<file path="src/hdl/mrsp_pkg.sv">
// Shared types and constants for the modem response and SMS parser.
// Depends on nothing; every other file in hdl/ refers to it by scoped names.
package mrsp_pkg;

	// Response event codes reported with each word.
	typedef enum logic [1:0] {
		EV_NONE   = 2'd0,
		EV_OK     = 2'd1,
		EV_PROMPT = 2'd2,
		EV_UNREAD = 2'd3
	} event_t;

	// Status handed from the reply recognizer to the text capture.
	typedef struct packed {
		logic last_unread;  // last complete reply before this byte was UNREAD
		logic unread_seen;  // this byte completes the UNREAD reply
	} reply_stat_t;

	// Character codes.
	localparam logic [7:0] CH_AT    = 8'h40;
	localparam logic [7:0] CH_O     = 8'h4F;
	localparam logic [7:0] CH_K     = 8'h4B;
	localparam logic [7:0] CH_GT    = 8'h3E;
	localparam logic [7:0] CH_SPACE = 8'h20;
	localparam logic [7:0] CH_U     = 8'h55;
	localparam logic [7:0] CH_N     = 8'h4E;
	localparam logic [7:0] CH_R     = 8'h52;
	localparam logic [7:0] CH_E     = 8'h45;
	localparam logic [7:0] CH_A     = 8'h41;
	localparam logic [7:0] CH_D     = 8'h44;
	localparam logic [7:0] CH_CR    = 8'h0D;
	localparam logic [7:0] CH_LF    = 8'h0A;
	localparam logic [7:0] CH_QUOTE = 8'h22;
	localparam logic [7:0] CH_PLUS  = 8'h2B;
	localparam logic [7:0] CH_DIG0  = 8'h30;
	localparam logic [7:0] CH_DIG9  = 8'h39;

endpackage

</file>
<file path="src/hdl/mrsp_reply.sv">
// Reply recognizer: finds OK CR LF, the send prompt and UNREAD, and keeps the last reply.
// Depends on mrsp_pkg.
module mrsp_reply (
	input  logic                 clk,
	input  logic                 arst_n,
	input  logic                 step,
	input  logic [7:0]           rx_byte,
	output mrsp_pkg::event_t     resp_event,
	output logic                 done,
	output mrsp_pkg::reply_stat_t stat
);

	typedef enum logic [3:0] {
		RS_IDLE   = 4'd0,
		RS_O      = 4'd1,
		RS_GT     = 4'd2,
		RS_OK     = 4'd3,
		RS_OKCR   = 4'd4,
		RS_U      = 4'd5,
		RS_UN     = 4'd6,
		RS_UNR    = 4'd7,
		RS_UNRE   = 4'd8,
		RS_UNREA  = 4'd9
	} rstate_t;

	rstate_t          state_q, state_d;
	mrsp_pkg::event_t last_q, last_d;

	// Next state, event and completion pulse for the current byte.
	always_comb begin
		state_d    = RS_IDLE;
		last_d     = last_q;
		resp_event = mrsp_pkg::EV_NONE;
		done       = 1'b0;
		case (state_q)
			RS_IDLE: begin
				if (rx_byte == mrsp_pkg::CH_O) state_d = RS_O;
				else if (rx_byte == mrsp_pkg::CH_GT) state_d = RS_GT;
				else if (rx_byte == mrsp_pkg::CH_U) state_d = RS_U;
			end
			RS_O: if (rx_byte == mrsp_pkg::CH_K) state_d = RS_OK;
			RS_GT: begin
				if (rx_byte == mrsp_pkg::CH_SPACE) begin
					resp_event = mrsp_pkg::EV_PROMPT;
					last_d     = mrsp_pkg::EV_PROMPT;
				end
			end
			RS_OK: if (rx_byte == mrsp_pkg::CH_CR) state_d = RS_OKCR;
			RS_OKCR: begin
				if (rx_byte == mrsp_pkg::CH_LF) begin
					resp_event = mrsp_pkg::EV_OK;
					done       = (last_q == mrsp_pkg::EV_UNREAD);
					last_d     = mrsp_pkg::EV_OK;
				end
			end
			RS_U: if (rx_byte == mrsp_pkg::CH_N) state_d = RS_UN;
			RS_UN: if (rx_byte == mrsp_pkg::CH_R) state_d = RS_UNR;
			RS_UNR: if (rx_byte == mrsp_pkg::CH_E) state_d = RS_UNRE;
			RS_UNRE: if (rx_byte == mrsp_pkg::CH_A) state_d = RS_UNREA;
			RS_UNREA: begin
				if (rx_byte == mrsp_pkg::CH_D) begin
					resp_event = mrsp_pkg::EV_UNREAD;
					last_d     = mrsp_pkg::EV_UNREAD;
				end
			end
			default: state_d = RS_IDLE;
		endcase
	end

	assign stat.last_unread = (last_q == mrsp_pkg::EV_UNREAD);
	assign stat.unread_seen = (resp_event == mrsp_pkg::EV_UNREAD);

	// State advances once per accepted word.
	always_ff @(posedge clk or negedge arst_n) begin
		if (!arst_n) begin
			state_q <= RS_IDLE;
			last_q  <= mrsp_pkg::EV_NONE;
		end else if (step) begin
			state_q <= state_d;
			last_q  <= last_d;
		end
	end

endmodule

</file>
<file path="src/hdl/mrsp_text.sv">
// Message text capture between two '@' markers after an UNREAD reply.
// Depends on mrsp_pkg.
module mrsp_text #(
	parameter int TEXT_CAP = 64,
	localparam int TW = $clog2(TEXT_CAP)
) (
	input  logic                  clk,
	input  logic                  arst_n,
	input  logic                  step,
	input  logic [7:0]            rx_byte,
	input  mrsp_pkg::reply_stat_t stat,
	output logic                  wr,
	output logic [TW-1:0]         index,
	output logic [TW-1:0]         length
);

	localparam logic [TW-1:0] LAST_SLOT = TW'(TEXT_CAP - 1);

	logic          inside_q, inside_d;
	logic [TW-1:0] pos_q, pos_d, pos_a;

	// Store first, then handle markers, then the UNREAD reset.
	always_comb begin
		wr       = stat.last_unread && inside_q && (pos_q < LAST_SLOT);
		index    = wr ? pos_q : '0;
		pos_a    = wr ? pos_q + TW'(1) : pos_q;
		pos_d    = pos_a;
		inside_d = inside_q;
		if (rx_byte == mrsp_pkg::CH_AT) begin
			if (!inside_q) begin
				inside_d = 1'b1;
				pos_d    = '0;
			end else begin
				// The closing marker was stored; take it back out.
				pos_d    = (pos_a != '0) ? pos_a - TW'(1) : '0;
				inside_d = 1'b0;
			end
		end
		if (stat.unread_seen) begin
			pos_d    = '0;
			inside_d = 1'b0;
		end
	end

	assign length = pos_d;

	always_ff @(posedge clk or negedge arst_n) begin
		if (!arst_n) begin
			inside_q <= 1'b0;
			pos_q    <= '0;
		end else if (step) begin
			inside_q <= inside_d;
			pos_q    <= pos_d;
		end
	end

endmodule

</file>
<file path="src/hdl/mrsp_number.sv">
// Phone number capture: a quote, a plus, then digits up to the buffer capacity.
// Depends on mrsp_pkg.
module mrsp_number #(
	parameter int NUMBER_CAP = 32,
	localparam int NW = $clog2(NUMBER_CAP)
) (
	input  logic          clk,
	input  logic          arst_n,
	input  logic          step,
	input  logic [7:0]    rx_byte,
	output logic          wr,
	output logic [NW-1:0] index,
	output logic [NW-1:0] length
);

	typedef enum logic [1:0] {
		NS_IDLE  = 2'd0,
		NS_QUOTE = 2'd1,
		NS_DIGIT = 2'd2
	} nstate_t;

	localparam logic [NW-1:0] LAST_SLOT = NW'(NUMBER_CAP - 1);

	nstate_t       state_q, state_d;
	logic [NW-1:0] pos_q, pos_d, len_q, len_d;
	logic          is_digit;

	assign is_digit = (rx_byte >= mrsp_pkg::CH_DIG0) && (rx_byte <= mrsp_pkg::CH_DIG9);

	// Next number state, position and length.
	always_comb begin
		state_d = state_q;
		pos_d   = pos_q;
		len_d   = len_q;
		wr      = 1'b0;
		index   = '0;
		case (state_q)
			NS_IDLE: begin
				if (rx_byte == mrsp_pkg::CH_QUOTE) begin
					state_d = NS_QUOTE;
					pos_d   = '0;
				end
			end
			NS_QUOTE: begin
				if (rx_byte == mrsp_pkg::CH_PLUS) begin
					wr      = 1'b1;
					index   = pos_q;
					pos_d   = pos_q + NW'(1);
					len_d   = pos_q + NW'(1);
					state_d = NS_DIGIT;
				end else begin
					state_d = NS_IDLE;
					pos_d   = '0;
				end
			end
			NS_DIGIT: begin
				if (is_digit) begin
					if (pos_q < LAST_SLOT) begin
						wr    = 1'b1;
						index = pos_q;
						pos_d = pos_q + NW'(1);
					end
					len_d = pos_d;
				end else if (rx_byte == mrsp_pkg::CH_QUOTE) begin
					// Closing quote keeps the captured number.
					pos_d   = '0;
					state_d = NS_IDLE;
				end else begin
					len_d   = '0;
					pos_d   = '0;
					state_d = NS_IDLE;
				end
			end
			default: begin
				len_d   = '0;
				pos_d   = '0;
				state_d = NS_IDLE;
			end
		endcase
	end

	assign length = len_d;

	always_ff @(posedge clk or negedge arst_n) begin
		if (!arst_n) begin
			state_q <= NS_IDLE;
			pos_q   <= '0;
			len_q   <= '0;
		end else if (step) begin
			state_q <= state_d;
			pos_q   <= pos_d;
			len_q   <= len_d;
		end
	end

endmodule

</file>
<file path="src/hdl/modem_response_sms_parser.sv">
// Modem response and SMS parser: top level with input and result registers.
// Depends on mrsp_pkg, mrsp_reply, mrsp_text and mrsp_number.
//
// One received byte is taken per clock cycle while result words are being taken. Each byte
// enters an input register, passes combinationally through the reply recognizer, the text
// capture and the number capture, and lands in the result register. A result word is
// presented once its byte has moved on into the result register; that move waits while the
// result register is full and not being emptied. The per-byte state updates of the three
// recognizers are made with that move, which sets the rate at one byte per cycle. The message
// and number buffers are outside the block: it reports write strobes, positions and
// string lengths. Positions are TEXT_CAP and NUMBER_CAP wide in log2 bits; one slot
// of each buffer is kept free for a terminator.
module modem_response_sms_parser #(
	parameter int TEXT_CAP   = 64,
	parameter int NUMBER_CAP = 32,
	localparam int TW = $clog2(TEXT_CAP),
	localparam int NW = $clog2(NUMBER_CAP)
) (
	input  logic          clk,
	input  logic          arst_n,
	input  logic          byte_valid,
	output logic          byte_ready,
	input  logic [7:0]    rx_byte,
	output logic          result_valid,
	input  logic          result_ready,
	output logic [1:0]    response_event,
	output logic          message_complete,
	output logic          text_write,
	output logic [TW-1:0] text_index,
	output logic [TW-1:0] text_length,
	output logic          number_write,
	output logic [NW-1:0] number_index,
	output logic [NW-1:0] number_length
);

	logic                  valid_s1;
	logic [7:0]            byte_s1;
	logic                  step;
	mrsp_pkg::event_t      ev;
	logic                  done;
	mrsp_pkg::reply_stat_t stat;
	logic                  tw;
	logic [TW-1:0]         ti, tl;
	logic                  nw;
	logic [NW-1:0]         ni, nl;

	// The input word moves on when the result register is free or being emptied.
	assign step       = valid_s1 && (!result_valid || result_ready);
	assign byte_ready = !valid_s1 || step;

	// Input register.
	always_ff @(posedge clk or negedge arst_n) begin
		if (!arst_n) begin
			valid_s1 <= 1'b0;
		end else if (byte_ready) begin
			valid_s1 <= byte_valid;
		end
	end

	always_ff @(posedge clk) begin
		if (byte_ready && byte_valid) begin
			byte_s1 <= rx_byte;
		end
	end

	mrsp_reply u_reply (
		.clk        (clk),
		.arst_n     (arst_n),
		.step       (step),
		.rx_byte    (byte_s1),
		.resp_event (ev),
		.done       (done),
		.stat       (stat)
	);

	mrsp_text #(.TEXT_CAP(TEXT_CAP)) u_text (
		.clk     (clk),
		.arst_n  (arst_n),
		.step    (step),
		.rx_byte (byte_s1),
		.stat    (stat),
		.wr      (tw),
		.index   (ti),
		.length  (tl)
	);

	mrsp_number #(.NUMBER_CAP(NUMBER_CAP)) u_number (
		.clk     (clk),
		.arst_n  (arst_n),
		.step    (step),
		.rx_byte (byte_s1),
		.wr      (nw),
		.index   (ni),
		.length  (nl)
	);

	// Result register.
	always_ff @(posedge clk or negedge arst_n) begin
		if (!arst_n) begin
			result_valid <= 1'b0;
		end else if (step) begin
			result_valid <= 1'b1;
		end else if (result_ready) begin
			result_valid <= 1'b0;
		end
	end

	always_ff @(posedge clk) begin
		if (step) begin
			response_event   <= ev;
			message_complete <= done;
			text_write       <= tw;
			text_index       <= ti;
			text_length      <= tl;
			number_write     <= nw;
			number_index     <= ni;
			number_length    <= nl;
		end
	end

endmodule

</file>
<file path="config.mk">
export PLATFORM = sky130hd
export DESIGN_NAME = modem_response_sms_parser
export DESIGN_NICKNAME = d
export VERILOG_FILES = /design/src/hdl/mrsp_pkg.sv /design/src/hdl/mrsp_reply.sv /design/src/hdl/mrsp_text.sv /design/src/hdl/mrsp_number.sv /design/src/hdl/modem_response_sms_parser.sv
export SDC_FILE = /design/constraint.sdc
export NUM_CORES = 1
export LEC_CHECK = 0
export ABC_AREA = 1
export BUFFER_PORTS_ARGS = -buffer_cell sky130_fd_sc_hd__buf_2
export CAP_MARGIN = 20
export CORE_ASPECT_RATIO = 0.6
export CORE_MARGIN = 1.5
export CORE_UTILIZATION = 55
export DETAILED_ROUTE_END_ITERATION = 8
export PLACE_DENSITY = 0.76
export SETUP_SLACK_MARGIN = 0.05
export SLEW_MARGIN = 5
export SYNTH_ARGS = -nofsm -noshare
export SYNTH_HDL_FRONTEND = slang
export SYNTH_SLANG_ARGS = --single-unit
export TNS_END_PERCENT = 5
</file>
<file path="constraint.sdc">
create_clock -name clk -period 6 [get_ports clk]
set_input_delay 0.9 -clock clk [delete_from_list [all_inputs] [get_ports clk]]
set_output_delay 0.9 -clock clk [all_outputs]
set_load 0.05 [all_outputs]
</file>
==> run metrics <==
top cell type's share of synthesized area=0.310; CTS tree=yes; clock sink total=62; site row count=21; synth warn=0; Reg-to-Reg Start=u_text.pos_q[0]; Slew Viols, Final=0; initial antenna violation count=0; clk_skew=0.00713 ns; CTS Buffer Depth=2; Die Y-Extent=63.8 um; Vias=2,833; Yosys cell types=33; clock buffer count from CTS=9; Final Hold Fails=0; core area=5750 sq um; vias per cell=5.31; RSZ-0062 raised after global routing=no; worst-path fanout max=9; WP buf/inv=1; sequential area share after synthesis=0.509; Area contributors post-synth=edfxtp_1, dfrtp_1, nand2_1; Tcrit/Tclk final=0.400; Tmin final=2.40 ns; Clock Latency Late Sink=0.34 ns; GRT overflow=0; Worst VDD drop=178 uV; startpoint class of the critical path=flip-flop; capture point of the critical path=text_length[0]; worst slew pin tran=0.609 ns; Hold WS=0.483 ns; DRC viols=0; delay-heaviest family, CP=simple AND/OR/NAND/NOR gates; Setup crit start=u_text.pos_q[0]; Mapped Cells=401; dpl cells=518; R2R depth=14; DR WL/cell=13.4 um; final core utilization=0.677; vias in the first global route=2,567; area of the die=6670 sq um; Setup TNS Final=0 ns; critical path arrival=2.50 ns; share of layout cells above drive strength 1=0.211; Port Buffer Count=40; Ant. Diodes=0; largest net degree at the start of global routing=49; endpoint type of the worst setup path=flip-flop; drt initial violations=195; gr usage total=0.242; PostCTS Resize Cnt=0; fin cells=534; root buffer cell=clkbuf_8; status=finished, final reports clean; htree depth=3; leading area contributor after synthesis=edfxtp_1; Worst path depth=14; most used cell, CP=nand2_2; net count reported at finish=468; largest stage delay on the critical path=0.48 ns; reg2reg end=text_length[0]; Critical Path RT=6.10 ns; first-pass GRT wire length=12,300 um; syn_area_per_cell=8.46 sq um; # Max-Cap Violations=0; initial core utilization=0.590; hold buffers post-CTS=0; setup slack on the worst flop-to-flop path=3.60 ns; slowest cell on the critical path=dfrtp_1; Post-synth EDFFs=35; synthesized area=3390 sq um; fillers=482; Synth async-reset ratio=0.435; Setup violations, final=0; PwrDens=346 nW/um^2; syn_nets=420; clk slew on worst S/H paths=0.07 ns; footprint of the multi-input gates=1400 sq um; Max Fclk=417 MHz; Reg area=1730 sq um; wirelength, routed=7140 um; CP Class=reg -> reg; Rel. slew slack=0.594; postcts setup bufs=0; Most used DFF post-synth=edfxtp_1; Final WS setup=3.60 ns; Setup Slack @ Placement=3.27 ns; Area Overhead vs Synth=14.9%; io pins=41; GP Congestion=0.918; Hold Path Class=reg -> reg; Leak Pwr=0.00189 uW; Yosys reg bits=62; Die W=104 um; crit path cell chain=ha_1 > nand2_2 > nor2_2 > nand2_2 > nand2_4 > nand2_2 > nand2_4 > ha_1 > inv_1 > nor2_1 > nand3_2 > nand2_2 > nand2_4 > and2_1; detailed placement HPWL=5260 um; Detailed Routing Iterations Pass 1=5; antenna viol nets, final=0
-- per-stage QoR --
stage	power, uW	cell area, sq um
finish	1350	3900
global route	1420	3900
CTS	1350	3900
detailed placement	948	3680
global placement	942	3680
floorplan	860	3390
-- cells in the mapped netlist, types with 3 or more instances --
| library cell | number |
|---|---|
| a21oi_1 | 13 |
| a21oi_2 | 3 |
| dfrtp_1 | 27 |
| edfxtp_1 | 35 |
| ha_1 | 7 |
| inv_1 | 60 |
| inv_2 | 6 |
| nand2_1 | 99 |
| nand2_2 | 10 |
| nand2_4 | 5 |
| nand3_1 | 23 |
| nand4_1 | 13 |
| nor2_1 | 42 |
| nor2_2 | 7 |
| nor3_1 | 7 |
| o21ai_0 | 14 |
| o22ai_1 | 6 |
| xor2_1 | 3 |
-- kinds of logic after synthesis --
| family | share of synthesized area |
|---|---|
| adders and majority gates | 0.0258 |
| xor gates and xnor gates | 0.0103 |
| and+or+nand+nor | 0.303 |
| DFF | 0.509 |
| buffers and inverters | 0.0800 |
| AOI/OAI and AO/OA | 0.0719 |
-- final cells by class --
type | instances | area share
Clock inverter | 6 | 0.0222
Tap cell | 80 | 0.0257
Inverter | 67 | 0.0652
Timing Repair Buffer | 41 | 0.0533
Multi-Input combinational cell | 268 | 0.358
Clock buffer | 10 | 0.0327
Sequential cell | 62 | 0.443
-- worst register-to-register path: cells and delay by family (launching register included) --
family | cells | cell delay [ns]
fa+ha+maj | 2 | 0.45
buf+inv | 1 | 0.05
simple gates | 11 | 1.18
flops | 1 | 0.48
-- cells in the final DEF, fill, tap and decap left out, types with 7 or more instances in the layout --
cell type / count
a21oi_1: 13
buf_2: 40
clkbuf_8: 9
dfrtp_1: 27
edfxtp_1: 35
ha_1: 7
inv_1: 60
nand2_1: 99
nand2_2: 10
nand3_1: 23
nand4_1: 13
nor2_1: 42
nor2_2: 7
nor3_1: 7
o21ai_0: 14
-- power by group --
part	total (uW)	internal, uW	leakage, uW	switching, uW
combinational	391	102	0.00107	289
clock	400	233	0.000106	167
sequential	557	516	0.000713	40.2
-- worst min-delay path by stage --
stage,slack (ns),start,cells past startpoint,end
global route,0.50,u_number.len_q[2],2,u_number.len_q[2]
finish,0.48,u_number.len_q[2],2,u_number.len_q[2]
global placement,0.46,u_number.len_q[0],2,u_number.len_q[0]
floorplan,0.45,u_number.len_q[0],2,u_number.len_q[0]
CTS,0.49,u_number.len_q[2],2,u_number.len_q[2]
detailed placement,0.47,u_number.len_q[2],2,u_number.len_q[2]
-- state kept, by name, indices dropped and copies added, names as in the netlist, 4 cells and up --
signal	count
u_text.pos_q	6
number_index	5
byte_s1	8
u_number.len_q	5
number_length	5
text_index	6
text_length	6
u_number.pos_q	5
u_reply.state_q	4
-- routing by layer --
metal	global-route usage	share of wire	vias up
li1	-	-	1397
met1	0.357	0.50	1303
met2	0.334	0.40	124
met3	0.0745	0.084	9
met4	0.0833	0.0095	0
met5	0	0	-
Power figures use the tool's default switching activity.
